==> src/sv/bidb_pkg.sv <==
// Shared types and constants of the debounce bank.
// No dependencies; imported by every module of the block.
package bidb_pkg;

  localparam int unsigned LaneCountDefault = 8;
  localparam int unsigned PinWidth         = 8;
  localparam int unsigned CntWidth         = 8;
  localparam int unsigned CfgIndexWidth    = 3;
  localparam int unsigned CfgDataWidth     = 8;

  localparam logic [CntWidth-1:0] CountLimitReset   = 8'd1;
  localparam logic [CntWidth-1:0] OnThresholdReset  = 8'd1;
  localparam logic [CntWidth-1:0] OffThresholdReset = 8'd0;
  localparam logic [PinWidth-1:0] InvertMaskReset   = 8'h00;
  localparam logic [PinWidth-1:0] EnableMaskReset   = 8'hFF;

  typedef enum logic [CfgIndexWidth-1:0] {
    CFG_COUNT_LIMIT   = 3'd0,
    CFG_ON_THRESHOLD  = 3'd1,
    CFG_OFF_THRESHOLD = 3'd2,
    CFG_INVERT_MASK   = 3'd3,
    CFG_ENABLE_MASK   = 3'd4
  } cfg_reg_e;

  typedef struct packed {
    logic [CntWidth-1:0] count_limit;
    logic [CntWidth-1:0] on_threshold;
    logic [CntWidth-1:0] off_threshold;
  } thr_cfg_t;

  typedef struct packed {
    logic step;
    logic pin;
    logic enable;
  } lane_ctl_t;

endpackage

==> src/sv/bidb_lane.sv <==
// One integrating debounce lane: saturating counter with hysteresis level.
// Depends on bidb_pkg.
module bidb_lane import bidb_pkg::*; (
  input  logic      clk_i,
  input  logic      rst_ni,
  input  lane_ctl_t ctl_i,
  input  thr_cfg_t  cfg_i,
  output logic      level_o
);

  logic [CntWidth-1:0] cnt_q, cnt_d;
  logic                level_q, level_d;

  always_comb begin
    cnt_d   = cnt_q;
    level_d = level_q;
    if (ctl_i.step && ctl_i.enable) begin
      if (ctl_i.pin) begin
        // a counter left above a lowered limit holds
        if (cnt_q < cfg_i.count_limit) begin
          cnt_d = cnt_q + CntWidth'(1);
        end
        if (cnt_d >= cfg_i.on_threshold) begin
          level_d = 1'b1;
        end
      end else begin
        if (cnt_q != '0) begin
          cnt_d = cnt_q - CntWidth'(1);
        end
        if (cnt_d <= cfg_i.off_threshold) begin
          level_d = 1'b0;
        end
      end
    end
  end

  assign level_o = level_d;

  always_ff @(posedge clk_i or negedge rst_ni) begin
    if (!rst_ni) begin
      cnt_q   <= '0;
      level_q <= 1'b0;
    end else begin
      cnt_q   <= cnt_d;
      level_q <= level_d;
    end
  end

endmodule

==> src/sv/bidb_merge.sv <==
// Merge stage: masks and inverts lane levels into the result word and
// holds it in the output register. Depends on bidb_pkg.
module bidb_merge import bidb_pkg::*; #(
  parameter int unsigned LaneCount = LaneCountDefault
) (
  input  logic                 clk_i,
  input  logic                 rst_ni,
  input  logic                 load_i,
  input  logic [LaneCount-1:0] level_i,
  input  logic [PinWidth-1:0]  invert_i,
  input  logic [PinWidth-1:0]  enable_i,
  input  logic                 out_ready_i,
  output logic                 in_ready_o,
  output logic                 out_valid_o,
  output logic [PinWidth-1:0]  data_o
);

  logic [PinWidth-1:0] result;
  logic [PinWidth-1:0] data_q;
  logic                valid_q, valid_d;

  for (genvar i = 0; i < PinWidth; i++) begin : g_bit
    if (i < LaneCount) begin : g_lane
      assign result[i] = enable_i[i] & (level_i[i] ^ invert_i[i]);
    end else begin : g_none
      assign result[i] = 1'b0;
    end
  end

  // take a new item whenever the register is empty or the held one leaves in the same cycle
  assign in_ready_o = !valid_q || out_ready_i;

  always_comb begin
    valid_d = valid_q;
    if (load_i) begin
      valid_d = 1'b1;
    end else if (out_ready_i) begin
      valid_d = 1'b0;
    end
  end

  always_ff @(posedge clk_i or negedge rst_ni) begin
    if (!rst_ni) begin
      valid_q <= 1'b0;
    end else begin
      valid_q <= valid_d;
    end
  end

  always_ff @(posedge clk_i) begin
    if (load_i) begin
      data_q <= result;
    end
  end

  assign out_valid_o = valid_q;
  assign data_o      = data_q;

endmodule

==> src/sv/boolean_input_debounce_bank_top.sv <==
// Debounce bank usage notes:
// Input channel in_valid_i/in_ready_o carries one raw pin vector per item;
// output channel out_valid_o/out_ready_i carries the filtered level vector.
// Each item steps every enabled lane's counter by one unless saturated and
// yields exactly one result; out_valid_o rises in the cycle after acceptance.
// Unstalled throughput is one item per cycle: all lanes update in parallel
// in the accepting cycle; the merge stage's output register holds the result.
// While the receiver stalls, the held result stays put; in_ready_o stays high
// as long as the output register is empty or drains in the same cycle.
// Registers are written through cfg_we_i/cfg_index_i/cfg_wdata_i with no
// wait; indexes past the register list are ignored. Write only while idle.
// Reset (rst_ni low, asynchronous) clears all counters and levels and loads
// count limit 1, on threshold 1, off threshold 0, no inversion, all lanes
// enabled. Lanes from index 8 (PinWidth) up see a low pin and stay frozen.
// Depends on bidb_pkg, bidb_lane and bidb_merge.
module boolean_input_debounce_bank_top import bidb_pkg::*; #(
  parameter int unsigned LaneCount = LaneCountDefault
) (
  input  logic                     clk_i,
  input  logic                     rst_ni,
  input  logic                     cfg_we_i,
  input  logic [CfgIndexWidth-1:0] cfg_index_i,
  input  logic [CfgDataWidth-1:0]  cfg_wdata_i,
  input  logic                     in_valid_i,
  output logic                     in_ready_o,
  input  logic [PinWidth-1:0]      raw_pins_i,
  output logic                     out_valid_o,
  input  logic                     out_ready_i,
  output logic [PinWidth-1:0]      filtered_levels_o
);

  thr_cfg_t            thr_q;
  logic [PinWidth-1:0] invert_q;
  logic [PinWidth-1:0] enable_q;
  logic                accept;
  logic [LaneCount-1:0] level_next;

  always_ff @(posedge clk_i or negedge rst_ni) begin
    if (!rst_ni) begin
      thr_q.count_limit   <= CountLimitReset;
      thr_q.on_threshold  <= OnThresholdReset;
      thr_q.off_threshold <= OffThresholdReset;
      invert_q            <= InvertMaskReset;
      enable_q            <= EnableMaskReset;
    end else if (cfg_we_i) begin
      unique case (cfg_reg_e'(cfg_index_i))
        CFG_COUNT_LIMIT:   thr_q.count_limit   <= cfg_wdata_i;
        CFG_ON_THRESHOLD:  thr_q.on_threshold  <= cfg_wdata_i;
        CFG_OFF_THRESHOLD: thr_q.off_threshold <= cfg_wdata_i;
        CFG_INVERT_MASK:   invert_q            <= cfg_wdata_i;
        CFG_ENABLE_MASK:   enable_q            <= cfg_wdata_i;
        default: ;
      endcase
    end
  end

  assign accept = in_valid_i && in_ready_o;

  for (genvar i = 0; i < LaneCount; i++) begin : g_lane
    lane_ctl_t ctl;
    if (i < PinWidth) begin : g_pin
      assign ctl = '{step: accept, pin: raw_pins_i[i], enable: enable_q[i]};
    end else begin : g_frozen
      assign ctl = '{step: accept, pin: 1'b0, enable: 1'b0};
    end

    bidb_lane u_lane (
      .clk_i   (clk_i),
      .rst_ni  (rst_ni),
      .ctl_i   (ctl),
      .cfg_i   (thr_q),
      .level_o (level_next[i])
    );
  end

  bidb_merge #(
    .LaneCount (LaneCount)
  ) u_merge (
    .clk_i       (clk_i),
    .rst_ni      (rst_ni),
    .load_i      (accept),
    .level_i     (level_next),
    .invert_i    (invert_q),
    .enable_i    (enable_q),
    .out_ready_i (out_ready_i),
    .in_ready_o  (in_ready_o),
    .out_valid_o (out_valid_o),
    .data_o      (filtered_levels_o)
  );

endmodule

==> config.mk <==
export PLATFORM = sky130hd
export DESIGN_NAME = boolean_input_debounce_bank_top
export DESIGN_NICKNAME = d
export VERILOG_FILES = /design/src/sv/bidb_pkg.sv /design/src/sv/bidb_lane.sv /design/src/sv/bidb_merge.sv /design/src/sv/boolean_input_debounce_bank_top.sv
export SDC_FILE = /design/constraint.sdc
export NUM_CORES = 1
export LEC_CHECK = 0
export ABC_CLOCK_PERIOD_IN_PS = 3850
export BUFFER_PORTS_ARGS = -buffer_cell sky130_fd_sc_hd__buf_2
export CAP_MARGIN = 20
export CORE_MARGIN = 2
export CORE_UTILIZATION = 31
export CTS_BUF_LIST = sky130_fd_sc_hd__clkbuf_4 sky130_fd_sc_hd__clkbuf_8
export DETAILED_ROUTE_END_ITERATION = 12
export PLACE_DENSITY = 0.55
export SETUP_SLACK_MARGIN = 0.15
export SYNTH_ARGS = -nofsm -noshare
export SYNTH_HDL_FRONTEND = slang
export SYNTH_HIERARCHICAL = 1
export SYNTH_SLANG_ARGS = --single-unit
==> constraint.sdc <==
create_clock -name clk_i -period 3.85 [get_ports clk_i]
set_input_delay 1.155 -clock clk_i [delete_from_list [all_inputs] [get_ports clk_i]]
set_output_delay 1.155 -clock clk_i [all_outputs]
set_load 0.02 [all_outputs]
---- Word-level counts from Yosys, hierarchy flattened ----
Index checks and enable logic that the tools add are counted.
word-level totals
  register bits ........................... 121
  bits of input ports ..................... 24
  output and inout port bits .............. 10
  logic and storage cells ................. 199
cells by class
  add/subtract/negate cells ............... 16
  order comparisons ....................... 24
  eq/ne operators ......................... 4
  muxes and demuxes ....................... 90
  bitwise operators ....................... 16
  reduce and logical (&&, ||, !) cells .... 26
operators by type and width
  kind                                              count
  2-to-1 mux 8 bit                                  56
  adder 8 x 1 -> 8 bit, second input constant       8
  >= comparator 8 bit                               8
  less-or-equal comparator 8 bit                    8
  < comparator 8 bit                                8
  nonzero test 8 bit                                8
  subtractor 8 x 1 -> 8 bit, second input constant  8
  2-to-1 mux 1 bit                                  34
  AND reduction 2 bit                               5
  logical AND 1 bit                                 9
  bitwise AND 1 bit                                 8
  bitwise XOR 1 bit                                 8
  == test 3 x 2 -> 1 bit, second input constant     2
  == test 3 x 1 -> 1 bit, second input constant     1
  == test 3 bit, second input constant              1
  zero test 3 bit                                   1
  nonzero test 2 bit                                1
  zero test 1 bit                                   1
  logical OR 1 bit                                  1

---- Depth between registers and ports, before layout ----
Gate-level depths: netlist of run 1.
  depth after elaboration ................. 11
  mapped depth ............................ 16
  mapped depth without buffers ............ 16

---- Modules after synthesis ----
Netlist of run 1, hierarchy kept.
modules (own cells, without submodules)
  module                           times used  cells each  area each (µm²)  seq. area each (µm²)
  bidb_lane                        8           199         1,502.7          225.2
  boolean_input_debounce_bank_top  1           89          1,561.5          1,013.5
  bidb_merge                       1           27          397.9            265.3

---- Worst setup path before layout of run 1 ----
Ideal clock, no wire load.
  path kind ............................... input to register
  start ................................... input port out_ready_i
  end ..................................... register u_merge.data_q[0] (netlist: u_merge/data_o[0]), data pin
  library setup time ...................... 0.255 ns
  arrival time ............................ 3.045 ns
  data required time ...................... 3.595 ns
  slack ................................... 0.550 ns
  stages .................................. 9
  buffers on the path ..................... 0
  path through ............................ nand2b_1 and2_1 nand2_1 nor3_1 o21ai_0 o311ai_0 o21ai_0 xor2_1 and2_1
on the way
  longest elaborated chain between the ends .. 6
RTL lines
  what                   line                                   source
  from (decl)            boolean_input_debounce_bank_top.sv:28  input logic out_ready_i,
  logical OR 1 bit       bidb_merge.sv:31                       assign in_ready_o = !valid_q || out_ready_i;
  logical AND 1 bit      boolean_input_debounce_bank_top.sv:57  assign accept = in_valid_i && in_ready_o;
  net accept             boolean_input_debounce_bank_top.sv:35  logic accept;
  logical AND 1 bit      bidb_lane.sv:17                        if (ctl_i.step && ctl_i.enable) begin
  2-to-1 mux 1 bit       bidb_lane.sv:17
  net level_next[0]      boolean_input_debounce_bank_top.sv:36  logic [LaneCount-1:0] level_next;
  bitwise XOR 1 bit      bidb_merge.sv:24                       assign result[i] = enable_i[i] & (level_i[i] ^ invert_i[i]);
  bitwise AND 1 bit      bidb_merge.sv:24
  net u_merge.result[0]  bidb_merge.sv:18                       logic [PinWidth-1:0] result;
  to (signal assigned)   bidb_merge.sv:52                       data_q <= result;
  to (decl)              bidb_merge.sv:19                       logic [PinWidth-1:0] data_q;
The timed path passes the listed nets, and every way through them passes these cells.
A chain may end at the register's enable or synchronous reset.

---- Worst setup path in the final report of run 1 ----
  start ................................... register thr_q[18] (netlist bit)
  end ..................................... register u_merge.data_q[1] (netlist: u_merge/data_o[1]), data pin
on the way
  longest elaborated chain between the ends .. 10
RTL lines
  what                   line                                   source
  from (decl)            boolean_input_debounce_bank_top.sv:32  thr_cfg_t thr_q;
  < comparator 8 bit     bidb_lane.sv:20                        if (cnt_q < cfg_i.count_limit) begin
  2-to-1 mux 8 bit       bidb_lane.sv:20
  2-to-1 mux 8 bit       bidb_lane.sv:18                        if (ctl_i.pin) begin
  2-to-1 mux 8 bit       bidb_lane.sv:17
  >= comparator 8 bit    bidb_lane.sv:23                        if (cnt_d >= cfg_i.on_threshold) begin
  2-to-1 mux 1 bit       bidb_lane.sv:23
  2-to-1 mux 1 bit       bidb_lane.sv:18
  2-to-1 mux 1 bit       bidb_lane.sv:17
  net level_next[1]      boolean_input_debounce_bank_top.sv:36
  bitwise XOR 1 bit      bidb_merge.sv:24
  bitwise AND 1 bit      bidb_merge.sv:24
  net u_merge.result[1]  bidb_merge.sv:18
The timed path passes the listed nets, and every way through them passes these cells. The select of a mux whose other input is x is not followed.

==> results of run 1 <==
==> power by group through the flow <==
stage          clock network, mW  logic, mW  registers (mW)
2_1_floorplan                  0       3.86            2.02
3_3_place_gp                   0       5.10            2.34
3_5_place_dp                   0       5.26            2.34
4_1_cts                     1.36       5.31            2.32
5_1_grt                     1.42       6.28            2.35
6_report                    1.34       5.47            2.31
==> flip-flops by register name, summed over array words and instances (netlist names) <==
name and cells:
g_lane.u_lane/cnt_q 64, thr_q 24, enable_q 8, g_lane.u_lane/level_q 8, invert_q 8, u_merge/data_o 8
u_merge/out_valid_o 1
==> Yosys cell counts, types with 26 or more instances <==
cell / n / area share, %
o21ai_0: 160 / 5.7
nor3_1: 40 / 1.4
a21oi_1: 80 / 2.9
a211oi_1: 32 / 1.7
and3_1: 32 / 1.4
nand4_1: 40 / 1.8
nor2_1: 112 / 3.0
inv_1: 208 / 5.6
xnor2_1: 64 / 4.0
buf_2: 51 / 1.8
ha_1: 208 / 19
nand2b_1: 26 / 1.2
nand2_1: 136 / 3.7
dfrtp_1: 103 / 18
mux2_2: 40 / 3.2
==> routing by layer <==
| metal | wire, um | part of all wire (%) | vias up |
|---|---|---|---|
| met5 | 0 | 0 | - |
| met4 | 1020 | 2.4 | 0 |
| met3 | 2280 | 5.3 | 53 |
| met2 | 20100 | 47 | 316 |
| met1 | 19800 | 46 | 6191 |
| li1 | - | - | 6245 |
==> cells by family after synthesis <==
group,count (synthesis),synth area share (%)
buffers and inverters,283,8.48
adder cells (fa/ha/maj),208,18.6
XOR/XNOR,88,5.51
multiplexers,56,4.37
AO/OA/AOI/OAI,424,19.5
flip-flops,121,22.0
AND/OR/NAND/NOR,528,21.5
==> critical path: cells and delay by family (launching register included) <==
kind	cells	cell delay, ns
fa+ha+maj	2	0.61
flops	1	0.48
compound gates	6	1.06
simple gates	4	0.64
buf+inv	2	0.21
xor+xnor	2	0.30
==> final cells by class <==
class | instances | area [um^2]
fillers | 4543 | 28600
clock buffers | 18 | 248
well taps | 592 | 741
clock inverters | 14 | 186
multi-input cells | 1304 | 9830
flip-flops and latches | 121 | 3090
inverters | 208 | 781
repair buffers | 136 | 980
==> stage by stage <==
stage,cells,TNS [ns]
2_1_floorplan,1708,0
3_3_place_gp,2348,-0.0477
4_1_cts,2383,0
3_5_place_dp,2348,-0.0979
5_1_grt,2393,0
6_report,2393,0
==> worst paths after layout <==
kind                                   from                        end  slack [ns]  depth (start not counted)
worst max-delay path              thr_q[18]          u_merge/data_o[1]        0.32                         16
worst min-delay path            invert_q[6]                invert_q[6]        0.53                          1
worst max register to register    thr_q[18]          u_merge/data_o[1]        0.32                         16
worst min register to register  invert_q[6]                invert_q[6]        0.53                          1
max in group asynchronous            rst_ni                enable_q[2]        2.46                          2
min in group asynchronous            rst_ni  g_lane[3].u_lane/cnt_q[1]        0.59                          1
==> what timing repair did <==
item / in CTS / in global routing
resized for setup: 5 / 41
endpoints found under the setup margin: 8 / 8
pin swaps: 0 / 10
cloned: 0 / 0
setup buffers: 3 / 10
==> results by group, run 1 <==
Yosys
  – Syn_nets: 1940
  – Netlist cell types: 49
  – Syn avg cell area: 8.19 um^2
  – Ys flop type: dfrtp_1
  – Yosys warns: 6
  – Async S/R FF share, synth: 93.4%
  – Register area share after synthesis: 22.0%
  – FF+latch count, synth: 121
  – Post-synth EDFFs: 8
  – Mapped Area: 0.0140 mm^2
  – Synth Instances: 1708

Clock network
  – Root Driver: clkbuf_8
  – Num CTS Buffers: 17
  – Worst-Skew Late Latency: 0.48 ns
  – Max H-tree Level: 4
  – CTS tree: yes
  – CTS Hold Bufs: 0
  – Clock Pin Slew Worst Setup and Hold Paths: 0.08 ns
  – Clk sinks: 121
  – Maximum clock path buffer count: 2

Die
  – Die area: 0.0468 mm^2
  – Starting Density: 31.5%
  – Number of cell rows: 77
  – I/O pin count: 34
  – Chip height: 216 um
  – Die X: 216 um
  – Core ar.: 0.0444 mm^2

GRT
  – Met3 Usage GRT: 3.16%
  – First-pass GRT wire length: 68100 um
  – GRT met1 Usage: 24.6%
  – Initial antenna violation count: 0
  – Vias in the first global route: 12500
  – GR Util met2: 30.7%
  – Total track usage: 18.5%
  – Busiest layer in global routing: met2
  – Grt ovf: 0
  – Largest net degree at the start of global routing: 50

Pwr
  – Flop pwr share: 25.3%
  – Leak pwr: 7.09 nW
  – P_sw: 4.39 mW
  – PD cells: 575 mW/mm^2
  – Switching share of power: 48.2%
  – Power share of the combinational group: 60.0%
  – Worst IR Drop VDD: 0.212 mV
  – Tot Pwr: 9.12 mW
  – Clock Power Share: 14.7%
  – Int Pwr: 4.72 mW

Timing
  – Slew HR: 36.7%
  – Tcrit/Tclk final: 91.7%
  – Setup Viol. Count Final: 0
  – Slew Viols, Final: 0
  – Worst-Margin Slew: 0.950 ns
  – Setup Skew: 0.0137 ns
  – RSZ-0062 raised after global routing: yes
  – Hold slack: 0.533 ns
  – Highest Clock Rate: 283 MHz
  – Minimum clock period: 3.53 ns
  – Slack of the critical path: 0.320 ns
  – Hold Fails Final Rpt: 0

Placed design
  – RePlAce Congestion: 0.914
  – Place WS: -0.0979 ns
  – Post-DP HPWL: 31300 um
  – PortBufs: 33
  – Cell Area, Placed: 0.0152 mm^2

Detailed routing
  – WL final: 43200 um
  – Final ANT Viol Nets: 0
  – Vias post-DR: 12800
  – DRC: 0
  – Pre-antenna DRT Iters: 5
  – DR vias/cell: 5.35
  – First DRT Iteration DRCs: 925
  – WL/cell: 18.0 um

Run
  – Maximum Capacitance Violations: 0

Critical path
  – Crit path DAT: 3.77 ns
  – CP Capture Type: register
  – Worst stage delay on the critical path: 0.48 ns
  – CP required: 4.09 ns
  – Max FO, Critical Path: 7
  – Crit-path cells: buf_4 -> inv_1 -> ha_1 -> a211oi_1 -> o21ai_0 -> a21oi_2 -> and3_4 -> nand2_1 -> xnor2_2 -> ha_1 -> a21o_1 -> a211oi_1 -> and3_1 -> o21ai_1 -> xor2_1 -> and2_1
  – Startpoint types: register
  – CP max stage cell: dfrtp_2
  – Critical path class: register to register

Cells and area
  – Finished Cell Area: 0.0159 mm^2
  – Post-layout util: 35.7%
  – Nets@finish: 2020
  – Ant diodes: 0
  – Area grow syn2layout: 13.4%
  – Commonest non-fill, non-tap cell in the layout: inv_1
  – Most frequent cells in the layout: inv_1, ha_1, o21ai_0
  – Share of layout cells above drive strength 1: 16.7%

Hold path
  – Hold WC Path Type: register to register

Outcome
  – Status: finished, final reports clean
(Power assumes the default switching activity.)
==> run 2, diff against run 1 <==
--- a/config.mk
+++ b/config.mk
@@ -8,6 +8,7 @@
 export ABC_CLOCK_PERIOD_IN_PS = 3850
 export BUFFER_PORTS_ARGS = -buffer_cell sky130_fd_sc_hd__buf_2
 export CAP_MARGIN = 20
+export CORE_ASPECT_RATIO = 0.9
 export CORE_MARGIN = 2
 export CORE_UTILIZATION = 31
 export CTS_BUF_LIST = sky130_fd_sc_hd__clkbuf_4 sky130_fd_sc_hd__clkbuf_8
==> run 2 against run 1 <==
Compared with the run above:
- fmax about the same
- sequential power about the same
- non-clock buffer count grew 4
- sequential share of layout area grew 0.10 points
- final area fell by 0.28%
- critical path depth did not move
- flip-flop and latch count did not move
- worst setup slack is essentially flat
- clock power is 15% lower
- global-route usage about the same
- clock skew is 0.0032 ns lower
- combinational power hardly changed
==> results by group, run 2 (synthesis results as in run 1) <==
Outcome
  – Status: finished, final reports clean

Detailed routing
  – DR vias/cell: 5.35
  – Top routing layer in use: met4
  – DR WL met2: 19000 um
  – WL met1: 20700 um
  – Final ANT Viol Nets: 0
  – WL final: 43100 um
  – DRC: 0
  – Pre-antenna DRT Iters: 5
  – First DRT Iteration DRCs: 1087
  – Vias post-DR: 12900
  – WL/cell: 17.9 um
  – DR WL met3: 2380 um

Clock network
  – Max H-tree Level: 4
  – Maximum clock path buffer count: 2
  – Clk sinks: 121
  – Clock Pin Slew Worst Setup and Hold Paths: 0.09 ns
  – CTS tree: yes
  – Root Driver: clkbuf_8
  – Num CTS Buffers: 17
  – Worst-Skew Late Latency: 0.49 ns

Hold path
  – Hold WC Path Type: register to register

Pwr
  – Worst IR Drop VDD: 0.285 mV
  – Tot Pwr: 8.95 mW
  – Leak pwr: 7.05 nW
  – PD cells: 566 mW/mm^2

Placed design
  – Cell Area, Placed: 0.0152 mm^2
  – PortBufs: 33
  – Place WS: 0.0664 ns
  – Post-DP HPWL: 31600 um
  – RePlAce Congestion: 0.903

Critical path
  – Critical path class: register to register
  – Max FO, Critical Path: 8
  – Crit path DAT: 3.78 ns
  – CP required: 4.10 ns
  – CP Capture Type: register
  – Startpoint types: register

Cells and area
  – Share of layout cells above drive strength 1: 17.2%
  – Max reg flops: 64
  – Most frequent cells in the layout: inv_1, ha_1, o21ai_0
  – Largest regs: g_lane.u_lane/cnt_q (64), thr_q (24)
  – Nets@finish: 2024
  – Largest Register: g_lane.u_lane/cnt_q
  – Area grow syn2layout: 13.1%
  – Finished Cell Area: 0.0158 mm^2
  – Ant diodes: 0
  – Commonest non-fill, non-tap cell in the layout: inv_1
  – Filler instances: 4589

Timing
  – Minimum clock period: 3.53 ns
  – RSZ-0062 raised after global routing: yes
  – Setup_tns: 0 ns
  – Setup Skew: 0.0105 ns
  – Hold slack: 0.536 ns
  – Setup Viol. Count Final: 0
  – Worst-Margin Slew: 0.927 ns
  – Hold Fails Final Rpt: 0
  – Tcrit/Tclk final: 91.7%
  – Highest Clock Rate: 283 MHz
  – Slew HR: 38.2%
  – Slew Viols, Final: 0
  – Slack of the critical path: 0.319 ns

Die
  – Number of cell rows: 73
  – I/O pin count: 34
  – Starting Density: 31.6%
  – Chip height: 205 um
  – Die X: 228 um
  – Die area: 0.0468 mm^2
  – Core ar.: 0.0443 mm^2

GRT
  – First-pass GRT wire length: 68100 um
  – Largest net degree at the start of global routing: 63
  – Vias in the first global route: 12400
  – Grt ovf: 0
  – Total track usage: 18.5%
  – Initial antenna violation count: 0

Run
  – Maximum Capacitance Violations: 0
[run 2: cell count changes in the layout (fill, tap and decap cells not counted), moves of 4 or more]
cell | before | now
dfrtp_2 | 6 | 12
and3_4 | 5 | 1
clkinvlp_4 | 2 | 6
and3_1 | 27 | 31
dfrtp_1 | 97 | 91
buf_4 | 99 | 103
[run 2: final timing paths]
kind                                           start                         to  slack [ns]  cells past startpoint
max                        g_lane[0].u_lane/cnt_q[1]          u_merge/data_o[0]        0.32                     16
max in group asynchronous                     rst_ni                enable_q[1]        2.38                      2
min reg2reg                              invert_q[2]                invert_q[2]        0.54                      1
min                                      invert_q[2]                invert_q[2]        0.54                      1
min in group asynchronous                     rst_ni  g_lane[3].u_lane/cnt_q[3]        0.63                      1
max reg2reg                g_lane[0].u_lane/cnt_q[1]          u_merge/data_o[0]        0.32                     16
[run 2: worst max-delay path, cell delays in order (launching register included)]
cell      delay (ns)
dfrtp_1         0.51
inv_1           0.17
ha_1            0.29
nor4b_4         0.39
nand2_1         0.17
or2_1           0.29
nor2_1          0.10
a21oi_1         0.05
ha_1            0.30
nand2_1         0.06
o21ai_0         0.07
a21oi_1         0.15
o21ai_0         0.09
o311ai_1        0.15
o21ai_1         0.18
xor2_1          0.17
and2_1          0.16
[run 2: where the power goes]
group	total [mW]	internal [mW]	switching, mW
Clock	1.14	0.472	0.666
Combinational	5.48	2.41	3.07
Sequential	2.34	1.64	0.691
[run 2: repair_timing]
action	4_1_cts	5_1_grt
gates resized for setup	7	49
pin swaps	0	9
buffers inserted	0	13
setup endpoints to repair	4	8
hold buffers	0	0
[run 2: layout make-up]
cell class	count	area (um^2)	share of cell area, %
multi-input cells	1304	9810	62.0
flip-flops and latches	121	3100	19.6
repair buffers	140	1020	6.43
inverters	208	781	4.94
well taps	600	751	4.75
clock buffers	18	248	1.57
clock inverters	14	113	0.712
[run 2: per-layer routing]
metal	global-route usage [%]	up-vias
met3	3.40	64
met2	29.3	359
met4	5.42	0
li1	-	6264
met5	0	-
met1	25.6	6183
[run 2: per-stage QoR]
stage	utilization [%]	instances
6_report	35.7	2405
5_1_grt	35.7	2405
3_3_place_gp	34.4	2360
3_5_place_dp	34.4	2360
4_1_cts	35.2	2392
2_1_floorplan	-	1708
==> run 3, diff against run 2 <==
--- a/config.mk
+++ b/config.mk
@@ -14,7 +14,9 @@
 export CTS_BUF_LIST = sky130_fd_sc_hd__clkbuf_4 sky130_fd_sc_hd__clkbuf_8
 export DETAILED_ROUTE_END_ITERATION = 12
 export PLACE_DENSITY = 0.55
+export RECOVER_POWER = 50
 export SETUP_SLACK_MARGIN = 0.15
+export SLEW_MARGIN = 20
 export SYNTH_ARGS = -nofsm -noshare
 export SYNTH_HDL_FRONTEND = slang
 export SYNTH_HIERARCHICAL = 1
==> run 3 against run 2 <==
Compared with the run above:
- first-iteration DRC count is 3.1% lower
- count of clock-buffer cells in the layout unchanged
- core utilization about the same
- register-to-register slack hardly changed
- global-route usage is the same
- highest routed layer unchanged
- largest power group unchanged
- fmax fell by 0.22%
- the run now ends with capacitance limit, slew limit left
==> results by group, run 3 (synthesis results as in run 1) <==
Detailed routing
  – First DRT Iteration DRCs: 1053
  – WL/cell: 17.9 um
  – DR vias/cell: 5.35
  – Pre-antenna DRT Iters: 6
  – Final ANT Viol Nets: 0
  – DRC: 0
  – Vias post-DR: 12900
  – WL final: 43200 um

Pwr
  – Leak pwr: 7.04 nW
  – Worst IR Drop VDD: 0.284 mV
  – Tot Pwr: 8.94 mW
  – PD cells: 566 mW/mm^2

GRT
  – Vias in the first global route: 12400
  – First-pass GRT wire length: 68100 um
  – Total track usage: 18.5%
  – Largest net degree at the start of global routing: 63
  – Initial antenna violation count: 0
  – Grt ovf: 0

Die
  – Starting Density: 31.6%
  – Chip height: 205 um
  – I/O pin count: 34
  – Die area: 0.0468 mm^2
  – Number of cell rows: 73
  – Core ar.: 0.0443 mm^2
  – Die X: 228 um

Timing
  – Minimum clock period: 3.54 ns
  – Highest Clock Rate: 283 MHz
  – Slew HR: -6.94%
  – Worst-Margin Slew: 1.60 ns
  – Slew Viols, Final: 53
  – Slack of the critical path: 0.311 ns
  – Setup Viol. Count Final: 0
  – Hold Fails Final Rpt: 0
  – RSZ-0062 raised after global routing: yes
  – Setup_tns: 0 ns
  – Hold slack: 0.536 ns
  – Setup Skew: 0.0113 ns
  – Tcrit/Tclk final: 91.9%

Cells and area
  – Max reg flops: 64
  – FF+latch area: 0.00310 mm^2
  – Area of the multi-input gates: 0.00981 mm^2
  – Most frequent cells in the layout: inv_1, ha_1, o21ai_0
  – Area grow syn2layout: 13.0%
  – Largest regs: g_lane.u_lane/cnt_q (64), thr_q (24)
  – Nets@finish: 2024
  – Filler instances: 4590
  – Post-layout util: 35.7%
  – Largest Register: g_lane.u_lane/cnt_q
  – Commonest non-fill, non-tap cell in the layout: inv_1
  – Share of layout cells above drive strength 1: 17.0%

Clock network
  – Clock Pin Slew Worst Setup and Hold Paths: 0.09 ns
  – Max H-tree Level: 4
  – Clk sinks: 121
  – Root Driver: clkbuf_8
  – Maximum clock path buffer count: 2
  – CTS tree: yes
  – Num CTS Buffers: 17
  – CTS Hold Bufs: 0
  – Worst-Skew Late Latency: 0.49 ns

Outcome
  – Status: finished with violations
  – Failing checks: capacitance limit, slew limit

Critical path
  – Delay-heaviest family, CP: simple AND/OR/NAND/NOR gates
  – Worst stage delay on the critical path: 0.51 ns
  – Crit-path cells: inv_1 -> ha_1 -> nor4b_4 -> nand2_1 -> or2_1 -> nor2_1 -> a21oi_1 -> ha_1 -> nand2_1 -> o21ai_0 -> a21oi_1 -> o21ai_0 -> o311ai_1 -> o21ai_1 -> xor2_1 -> and2_1
  – Max FO, Critical Path: 8
  – Critical path class: register to register
  – Crit path DAT: 3.79 ns
  – CP max stage cell: dfrtp_1
  – Startpoint types: register
  – CP Capture Type: register
  – CP required: 4.10 ns
  – Buf/Inv on CP: 1

Placed design
  – PortBufs: 33
  – Place WS: 0.0664 ns
  – RePlAce Congestion: 0.903
  – Post-DP HPWL: 31600 um

Run
  – Maximum Capacitance Violations: 1

Hold path
  – Hold WC Path Type: register to register
==> run 3: per-stage QoR <==
stage               cells  cell area [um^2]
finish               2406             15800
global route         2405             15800
CTS                  2392             15600
detailed placement   2360             15200
global placement     2360             15200
floorplan            1708             14000
==> run 3: cell type report <==
cell class | instances | share of cell area, %
diodes | 1 | 0.0158
clock buffers | 18 | 1.57
clock inverters | 14 | 0.713
inverters | 208 | 4.94
multi-input cells | 1304 | 62.1
flip-flops and latches | 121 | 19.6
well taps | 600 | 4.75
repair buffers | 140 | 6.31
==> run 3: report_power, final <==
part           total (mW)  leakage, nW  switching, mW  internal, mW
combinational        5.48         5.57           3.07          2.41
clock                1.14        0.166          0.664         0.472
sequential           2.33         1.31          0.689          1.64
total                8.94         7.04           4.42          4.53
==> run 3: path summary, 6_finish.rpt <==
path | endpoint | slack, ns | cells past startpoint | start
worst max-delay path | u_merge/data_o[0] | 0.31 | 16 | g_lane[0].u_lane/cnt_q[1]
worst min-delay path | invert_q[2] | 0.54 | 1 | invert_q[2]
worst max register to register | u_merge/data_o[0] | 0.31 | 16 | g_lane[0].u_lane/cnt_q[1]
worst min register to register | invert_q[2] | 0.54 | 1 | invert_q[2]
max in group asynchronous | g_lane[4].u_lane/cnt_q[0] | 0.92 | 2 | rst_ni
min in group asynchronous | g_lane[3].u_lane/cnt_q[3] | 1.05 | 1 | rst_ni
==> run 3: per-layer routing <==
layer | vias to the layer above | share of wire, % | GRT usage (%)
met1 | 6174 | 47 | 25.6
met3 | 65 | 6.0 | 3.40
li1 | 6262 | - | -
met5 | - | 0 | 0
met2 | 382 | 44 | 29.3
met4 | 0 | 2.4 | 5.42
==> run 3: repair_timing <==
action	CTS	global route
endpoints found under the setup margin	4	8
pin swaps	0	9
gates resized for setup	7	49
buffers inserted	0	13
cloned	0	0
